File: src/sv/pixel_histogram_bar_scaler_assert.svh
// assertion macros shared by the histogram engine
`ifndef PIXEL_HISTOGRAM_BAR_SCALER_ASSERT_SVH
`define PIXEL_HISTOGRAM_BAR_SCALER_ASSERT_SVH

// same-cycle implication, checked outside reset
`define PHBS_ASSERT_NOW(label, clk, rst_n, ante, cons) \
  label: assert property (@(posedge clk) disable iff (!rst_n) (ante) |-> (cons)) \
    else $error("histogram check failed");

// next-cycle implication, checked outside reset
`define PHBS_ASSERT_NEXT(label, clk, rst_n, ante, cons) \
  label: assert property (@(posedge clk) disable iff (!rst_n) (ante) |=> (cons)) \
    else $error("histogram sequencing check failed");

`endif

File: src/sv/phbs_pkg.sv
package phbs_pkg;

  // fixed field widths
  localparam int unsigned VAL_W  = 8;
  localparam int unsigned CMD_W  = 2;
  localparam int unsigned STAT_W = 2;

  // sizing
  localparam int unsigned BINS       = 256;
  localparam int unsigned COUNT_BITS = 24;
  localparam int unsigned BAR_HEIGHT = 128;
  localparam int unsigned IDX_W      = $clog2(BINS);
  localparam int unsigned QBITS      = $clog2(BAR_HEIGHT);
  localparam int unsigned SCALE      = BAR_HEIGHT * 99;
  localparam int unsigned PCT        = 100;
  // numerator and shifted divisor both fit here
  localparam int unsigned DIV_W      = COUNT_BITS + QBITS + 7;
  localparam int unsigned CNT_W      = $clog2(QBITS + 1);

  localparam logic [COUNT_BITS-1:0] COUNT_MAX = {COUNT_BITS{1'b1}};
  localparam logic [VAL_W-1:0]      CFG_RESET = 8'd255;

  // command codes
  localparam logic [CMD_W-1:0] CMD_CLEAR = 2'd0;
  localparam logic [CMD_W-1:0] CMD_ADD   = 2'd1;
  localparam logic [CMD_W-1:0] CMD_READ  = 2'd2;

  // status codes
  localparam logic [STAT_W-1:0] ST_OK        = 2'd0;
  localparam logic [STAT_W-1:0] ST_PIX_RANGE = 2'd1;
  localparam logic [STAT_W-1:0] ST_EMPTY     = 2'd2;
  localparam logic [STAT_W-1:0] ST_IDX_RANGE = 2'd3;

  // controller to datapath
  typedef struct packed {
    logic                capture;
    logic                clear_all;
    logic                add_write;
    logic                div_load;
    logic                div_step;
    logic                load_result;
    logic                res_read;
    logic [STAT_W-1:0]   res_status;
  } dp_ctrl_t;

  // datapath to controller
  typedef struct packed {
    logic [CMD_W-1:0] cmd;
    logic             idx_ok;
    logic             peak_zero;
    logic             div_last;
    logic             out_free;
  } dp_stat_t;

  // saturating increment
  function automatic logic [COUNT_BITS-1:0] sat_inc(input logic [COUNT_BITS-1:0] x);
    logic [COUNT_BITS-1:0] r;
    r = (x == COUNT_MAX) ? x : x + 1'b1;
    return r;
  endfunction

endpackage

File: src/sv/phbs_ctrl.sv
module phbs_ctrl (
  input  logic               clk_i,
  input  logic               rst_ni,
  input  logic               in_valid_i,
  output logic               in_stall_o,
  input  phbs_pkg::dp_stat_t stat_i,
  output phbs_pkg::dp_ctrl_t ctrl_o
);

  typedef enum logic [1:0] {
    S_IDLE,
    S_ACT,
    S_DIV,
    S_DONE
  } state_e;

  state_e state_q, state_d;

  assign in_stall_o = (state_q != S_IDLE);

  // command decode and next state
  always_comb begin
    ctrl_o  = '0;
    state_d = state_q;
    unique case (state_q)
      S_IDLE: begin
        if (in_valid_i) begin
          ctrl_o.capture = 1'b1;
          state_d        = S_ACT;
        end
      end
      S_ACT: begin
        unique case (stat_i.cmd)
          phbs_pkg::CMD_CLEAR: begin
            if (stat_i.out_free) begin
              ctrl_o.clear_all   = 1'b1;
              ctrl_o.load_result = 1'b1;
              ctrl_o.res_status  = phbs_pkg::ST_OK;
              state_d            = S_IDLE;
            end
          end
          phbs_pkg::CMD_ADD: begin
            if (stat_i.out_free) begin
              ctrl_o.add_write   = stat_i.idx_ok;
              ctrl_o.load_result = 1'b1;
              ctrl_o.res_status  = stat_i.idx_ok ? phbs_pkg::ST_OK
                                                 : phbs_pkg::ST_PIX_RANGE;
              state_d            = S_IDLE;
            end
          end
          phbs_pkg::CMD_READ: begin
            if (!stat_i.idx_ok) begin
              if (stat_i.out_free) begin
                ctrl_o.load_result = 1'b1;
                ctrl_o.res_status  = phbs_pkg::ST_IDX_RANGE;
                state_d            = S_IDLE;
              end
            end else if (stat_i.peak_zero) begin
              if (stat_i.out_free) begin
                ctrl_o.load_result = 1'b1;
                ctrl_o.res_status  = phbs_pkg::ST_EMPTY;
                state_d            = S_IDLE;
              end
            end else begin
              ctrl_o.div_load = 1'b1;
              state_d         = S_DIV;
            end
          end
          default: begin
            // unused code: plain ok result
            if (stat_i.out_free) begin
              ctrl_o.load_result = 1'b1;
              ctrl_o.res_status  = phbs_pkg::ST_OK;
              state_d            = S_IDLE;
            end
          end
        endcase
      end
      S_DIV: begin
        ctrl_o.div_step = 1'b1;
        if (stat_i.div_last) begin
          state_d = S_DONE;
        end
      end
      S_DONE: begin
        if (stat_i.out_free) begin
          ctrl_o.load_result = 1'b1;
          ctrl_o.res_read    = 1'b1;
          ctrl_o.res_status  = phbs_pkg::ST_OK;
          state_d            = S_IDLE;
        end
      end
      default: begin
        state_d = S_IDLE;
      end
    endcase
  end

  // state register
  always_ff @(posedge clk_i or negedge rst_ni) begin
    if (!rst_ni) begin
      state_q <= S_IDLE;
    end else begin
      state_q <= state_d;
    end
  end

endmodule

File: config.mk
export PLATFORM = sky130hd
export DESIGN_NAME = phbs_ctrl
export DESIGN_NICKNAME = d
export VERILOG_FILES = /design/src/sv/pixel_histogram_bar_scaler_assert.svh /design/src/sv/phbs_pkg.sv /design/src/sv/phbs_ctrl.sv
export SDC_FILE = /design/constraint.sdc
export NUM_CORES = 1
export LEC_CHECK = 0
export BUFFER_PORTS_ARGS = -buffer_cell sky130_fd_sc_hd__clkbuf_2
export CORE_AREA = 2 2 39 41
export CTS_CLUSTER_SIZE = 12
export DETAILED_ROUTE_END_ITERATION = 8
export DIE_AREA = 0 0 41 43
export GPL_TIMING_DRIVEN = 0
export PLACE_DENSITY_LB_ADDON = 0.08
export SKIP_LAST_GASP = 1
export SYNTH_ARGS = -nofsm -noshare
export SYNTH_HDL_FRONTEND = slang
export SYNTH_SLANG_ARGS = --single-unit
File: constraint.sdc
create_clock -name clk_i -period 2.7 [get_ports clk_i]
set_input_delay 0.675 -clock clk_i [delete_from_list [all_inputs] [get_ports clk_i]]
set_output_delay 0.675 -clock clk_i [all_outputs]
set_load 0.1 [all_outputs]
== Yosys cells after proc, flatten, opt, wreduce, memory -nomap -nowiden ==
Index checks and enable logic that the tools add are counted.

* Equal/unequal tests: 7
* Muxes and demuxes: 32
* Reductions and logical operators: 4

{| class="wikitable"
|+ Operators with widths
! cell !! count
|-
| 2-bit two-way mux || 10
|-
| 1-bit two-way mux || 16
|-
| 2-bit one-hot mux with 2 select lines || 2
|-
| 2-bit one-hot mux with 4 select lines || 1
|-
| 2-bit == test, second input constant || 3
|-
| 2-bit by 1-bit == test with 1-bit output, second input constant || 2
|-
| 2-bit zero test || 2
|-
| 4-bit two-way mux || 1
|-
| 2-bit != test, second input constant || 2
|-
| 3-bit two-way mux || 1
|-
| 1-bit one-hot mux with 2 select lines || 1
|-
| 2-bit AND reduction || 1
|-
| 2-bit nonzero test || 1
|}

* Logic and storage cells: 44
* Flip-flop bits (word level): 2
* Output and inout bits: 10
* Input bits: 9

== Logic depth before layout (Yosys ltp) ==
Gate-level depths: netlist (run 1).

* Depth in word-level cells: 5
* Mapped depth: 5
* Depth with buffers taken out: 5

== Worst setup path after synthesis (run 1) ==
No wires, ideal clock.

* Path type: input-to-output
* Start point: input stat_i[4] in the netlist's numbering
* End point: output ctrl_o[5] in the netlist's numbering
* Stages: 4
* Data arrival time: 2.330 ns
* Path buffers: 0
* Required time: 2.025 ns
* Path slack: -0.305 ns
* Cell sequence: inv_1 ha_1 nand4b_1 nor2_1

{| class="wikitable"
|+ RTL lines
! what !! RTL line !! RTL
|-
| start: declaration || phbs_ctrl.sv:6 || <nowiki>input phbs_pkg::dp_stat_t stat_i,</nowiki>
|-
| end: declaration || phbs_ctrl.sv:7 || <nowiki>output phbs_pkg::dp_ctrl_t ctrl_o</nowiki>
|}

==> run metrics, run 1 <==
area grow syn2layout=62.96%; chip height=~43 um; post-layout util=27.85%; die area=1763 um^2; grt ovf=0; Post-Syn Instances=31; vias per inst=4.294; Post-Syn Area per Cell=7.628 um^2; fill cell count=155; Post-CTS Setup Bufs=0; Leak=0.2302 nW; CTS clk-pin slew, worst paths=approximately 30 ps; Slew @ Worst Pin=543.7 ps; CTS tree=yes; diode count=0; chip width=41 um; crit path DAT=1850 ps; total global-route track usage=9.319%; CTS Buf Count=3; Via Count=292; Yosys warnings=0; vias in the first global route=around 270; multi-input combinational cell area=183.9 um^2; dpl cell area=362.8 um^2; maxcap violations=0; mapped cell area=236.5 um^2; PD cells=between 900 and 1000 nW/um^2; cts repair resizes=0; clock buffer depth=2; setup ws final=roughly 170 ps; synth unique cells=18; Sink Count=2; DR DRC count=0; status=finished clean; Rel. slew slack=63.91%; clk_lat worst skew=230 ps; Routed Antenna Nets=0; largest net degree at the start of global routing=9; # IOs=19; Seq/Total Area, Yosys=21.16%; fraction of layout cells with a size suffix above 1=57.69%; Setup CP Type=input port to output port; Slew Limit Fails=0; Cell Rows=14; Final #Nets=66; max FFs per register=2; IR drop worst, VDD=~0.29 mV; startpoint class of the critical path=input port; Core Region=1384 um^2; CP max FO=2; CP required=2030 ps; Register Area=~50 um^2; min Tclk post-route=2528 ps; DRT Pass-1 Iters=1; Post-Syn Nets=43; Avg WL per Cell=9.838 um; cts hold-fix bufs=0; Top Registers=state_q x2; first-pass GRT wire length=1055 um; dpl ws=157.3 ps; worst min path class=input port to async pin; Critical Path Sink Type=output port; hpwl dp=565.1 um; clock root cell=clkbuf_4; Period Utilization, post-route=around 94%; Largest Register=state_q; RSZ-0062 raised after global routing=no; Initial Utilization=17.09%; clk_skew=~0.56 ps; f_max=a little under 0.4 GHz; FF+latch count, synth=2; final setup TNS=0 ps; placer congestion estimate=around 0.61; Design Area, Final=385.4 um^2; initial antenna violation count=0; DRT iter0 DRCs=0; CTS H-Tree Depth=1; Final setup viols=0; final wirelength=669 um; final hold viol count=0; Port Buffers=18
## report_power, final
group	internal, mW	switching [mW]
logic	0.0416	0.184
registers	0.0388	0.0159
clock network	0.0491	0.0181
## logic make-up after synthesis
family / count (synthesis) / share of synthesized area (%)
buf+inv: 5 / 7.937
flops: 2 / 21.16
simple gates: 17 / 43.92
compound gates: 4 / 11.11
fa+ha+maj: 3 / 15.87
## through the flow
step / std cells / hold WS (ps) / power, mW
6_report: 68 / 226.5 / 0.3475
5_1_grt: 68 / 219.7 / 0.3662
4_1_cts: 68 / 216.9 / 0.3539
3_5_place_dp: 65 / 460.7 / 0.2827
3_3_place_gp: 65 / 460.2 / 0.2803
2_1_floorplan: 31 / 379.4 / 0.2457
## final cells by class
type / count / area share (%)
Multi-Input combinational cell: 24 / 47.73
Inverter: 5 / 4.870
Tap cell: 16 / 5.195
Clock buffer: 3 / 5.844
Sequential cell: 2 / 12.99
Timing Repair Buffer: 18 / 23.38
## Yosys cell counts, drive strengths merged
cell type	instances	share of area, %
a21o	1	3.2
a21oi	1	2.1
a221oi	1	3.7
and2	1	3.2
and3	2	6.3
and3b	1	3.7
dfrtp	2	21
ha	3	16
inv	5	7.9
nand2	2	3.2
nand4b	1	3.7
nor2	5	7.9
nor2b	1	2.6
nor3	1	4.2
nor4b	1	3.7
o21ai	1	2.1
or2	2	5.3
## path summary, 6_finish.rpt
check	startpoint	end	slack (ps)	cells after the start
worst max-delay path	stat_i[4]	ctrl_o[0]	170	6
worst max register to register	state_q[0]	state_q[0]	1680	3
max in group asynchronous	rst_ni	state_q[1]	2380	1
worst min-delay path	rst_ni	state_q[0]	230	1
min in group clk_i	state_q[0]	state_q[0]	600	1
worst min register to register	state_q[0]	state_q[0]	600	1
## layer usage
layer  global-route usage [%]  share of wire [%]  vias to the layer above
li1                         -                  -                      146
met2                    14.37                 51                       14
met1                    9.265                 38                      130
met4                    10.00                2.8                        0
met5                        0                  0                        -
met3                    1.571                8.4                        2
## layout by cell type, fill, tap and decap left out, types with 2 or more instances in the layout
cell type,Yosys,routed
and3_2,2,2
dfrtp_1,2,2
nor2_2,0,4
clkbuf_4,0,3
nand2_1,2,2
inv_1,5,5
clkbuf_2,0,18
ha_1,3,3
## worst max-delay path, cell delays in order
cell	delay (ps)
clkbuf_2	100
inv_1	60
ha_1	270
nand2_1	110
nor3_4	170
clkbuf_2	470
No activity file was read; power rests on OpenSTA's default activity.
==> inputs of run 2 (changes only) <==
- CORE_AREA: 2 2 39 41 -> 3 3 40 42
- DIE_AREA: 0 0 41 43 -> 0 0 43 45
- clock period: 2.7 -> 2.1 ns (I/O delays scaled with it)
==> run 2 against run 1 <==
Effect of this change:
- total power up 40%
- global-route usage down 1.3 points
- setup slack worse by 96 ps
- design area up 31%
- routed wire length up 5.2%
- clock-buffer cell count unchanged
- utilization up 12 points
- sequential share of layout area down 3.1 points
- non-clock buffer count up 1
- register-to-register slack worse by 680 ps
- clock skew up 2.6 ps
- largest cell class unchanged
- largest power group unchanged
==> run metrics, run 2 (synthesis results as in run 1) <==
Largest Register=state_q (unchanged); clk_lat worst skew=220 ps (was 230 ps); CP required=1570 ps (was 2030 ps); chip height=45 um (was 43 um); hpwl dp=584.4 um (was 565.1 um); Sink Count=2 (unchanged); FF-to-FF Start=state_q[0] (unchanged); status=finished clean (unchanged); first-pass GRT wire length=1186 um (was 1055 um); post-layout util=39.44% (was 27.85%); die area=1935 um^2 (was 1763 um^2); initial antenna violation count=0 (unchanged); Rel. slew slack=64.08% (was 63.91%); Pint=0.1903 mW (was 0.1295 mW); DRT iter0 DRCs=5 (was 0); IR drop worst, VDD=0.2722 mV (was 0.2856 mV); cts hold-fix bufs=0 (unchanged); CP max FO=4 (was 2); commonest non-fill, non-tap cell in the layout=clkbuf_2 (unchanged); Sw Pwr=0.2963 mW (was 0.2180 mW); vias per inst=4.324 (was 4.294); Register Area=50.05 um^2 (unchanged); final wirelength=704 um (was 669 um); DR DRC count=0 (unchanged); max FFs per register=2 (unchanged); Final #Nets=67 (was 66); area grow syn2layout=114.3% (was 62.96%); Cell Rows=13 (was 14); CTS clk-pin slew, worst paths=30 ps (about the same); largest net degree at the start of global routing=9 (unchanged); Buf/Inv on CP=3 (unchanged); fill cell count=138 (was 155); grt ovf=0 (unchanged); Net Sw Frac=60.89% (was 62.74%); startpoint class of the critical path=input port (unchanged); placer congestion estimate=0.6692 (was 0.6072); Period Utilization, post-route=96.38%; vias in the first global route=300 (was 267); CP cell instances=clkbuf_2, inv_12, ha_2, nand4b_1, nor2_2, buf_12 (was clkbuf_2, inv_1, ha_1, nand2_1, nor3_4, clkbuf_2); CTS Buf Count=3 (unchanged); Leak=0.2557 nW (was 0.2302 nW); Clk pwr share=16.9% (was 19.4%); total global-route track usage=7.987% (was 9.319%); min Tclk post-route=~2000 ps; Power, Total=0.4866 mW (was 0.3475 mW); Slew @ Worst Pin=541.2 ps (was 543.7 ps); Avg WL per Cell=10.35 um (was 9.838 um); Via Count=294 (was 292); multi-input combinational cell area=240.2 um^2 (was 183.9 um^2); Gate power share=68.1% (was 64.9%); CTS H-Tree Depth=1 (unchanged); Core Region=1285 um^2 (was 1384 um^2); maxcap violations=0 (unchanged); f_max=0.4941 GHz; Final setup viols=0 (unchanged); CTS tree=yes (unchanged); cell with the largest stage delay on the worst path=ha_2 (was clkbuf_2); Design Area, Final=506.7 um^2 (was 385.4 um^2); DRT Pass-1 Iters=3 (was 1); final hold viol count=0 (unchanged); crit path DAT=1500 ps (was 1850 ps); Port Buffers=18 (unchanged); clock buffer depth=2 (unchanged); Critical Path Sink Type=output port (unchanged); Slew Limit Fails=0 (unchanged); slowest stage delay, CP=200 ps (was 470 ps); CP startpoint=stat_i[4] (unchanged); Top Registers=state_q x2 (unchanged); RSZ-0062 raised after global routing=no (unchanged); Routed Antenna Nets=0 (unchanged); commonest non-fill, non-tap cells in the layout=clkbuf_2 (11), clkbuf_4 (6), inv_1 (3), nor2_4 (3) (was clkbuf_2 (18), inv_1 (5), nor2_2 (4), ha_1 (3), clkbuf_4 (3)); diode count=0 (unchanged); clk_skew=3.129 ps (was 0.5614 ps); Top delay family on crit path=buffers and inverters (unchanged); Initial Utilization=18.40% (was 17.09%); # IOs=19 (unchanged); fraction of layout cells with a size suffix above 1=73.58% (was 57.69%); clock root cell=clkbuf_4 (unchanged); Sequential Power Share=15.1% (was 15.7%); Setup CP Type=input port to output port (unchanged); worst min path class=input port to async pin (unchanged); dpl cell area=416.7 um^2 (was 362.8 um^2); PD cells=960.3 nW/um^2 (was 901.7 nW/um^2); chip width=43 um (was 41 um)
## run 2: cell types whose count changed in the layout (fill, tap and decap cells not counted), sizes merged
| cell | previous run | this run |
|---|---|---|
| clkbuf | 21 | 17 |
| buf | 0 | 5 |
## run 2: worst paths after layout
| path | endpoint | slack (ps) | cells after the start |
|---|---|---|---|
| min in group clk_i | state_q[0] | 550 | 3 |
| hold reg to reg | state_q[0] | 640 | 1 |
| max in group asynchronous | state_q[0] | 1920 | 1 |
| hold / removal | state_q[1] | 80 | 1 |
| setup / recovery | ctrl_o[5] | 80 | 6 |
| setup reg to reg | state_q[1] | 1000 | 4 |
## run 2: area by class of cell
cell class | instances | area share [%]
multi-input combinational | 24 | 47.41
timing repair buffer | 19 | 27.41
inverter | 5 | 7.160
clock buffer | 3 | 4.444
tap | 15 | 3.704
sequential | 2 | 9.877
## run 2: repair_timing
item | in CTS | in global routing
pin swaps | 0 | 2
gates cloned | 0 | 0
resized for setup | 9 | 11
setup endpoints to repair | 6 | 6
setup buffers | 0 | 1
## run 2: power by group through the flow
stage               registers, mW  clock network [mW]  logic, mW
detailed placement         0.0716                   0      0.317
floorplan                  0.0659                   0      0.272
global route               0.0772              0.0889      0.344
CTS                        0.0722              0.0853      0.324
finish                     0.0734              0.0820      0.331
global placement           0.0711                   0      0.314
## run 2: metrics by stage
stage	setup WS, ps	instances	hold slack (ps)	setup TNS [ps]
floorplan	-113.9	31	229.4	-207.6
global placement	-241.0	64	310.8	-589.0
detailed placement	-259.6	64	311.0	-664.6
CTS	-27.55	67	77.37	-27.55
global route	6.863	68	76.64	0
finish	76.01	68	82.49	0
## run 2: metal layers
layer	GRT usage (%)	up-vias	share of wire [%]	routed length [um]
li1	-	150	-	-
met4	3.614	0	0	0
met2	14.37	10	53	370
met5	0	-	0	0
met3	2.789	0	11	74
met1	8.413	134	37	259
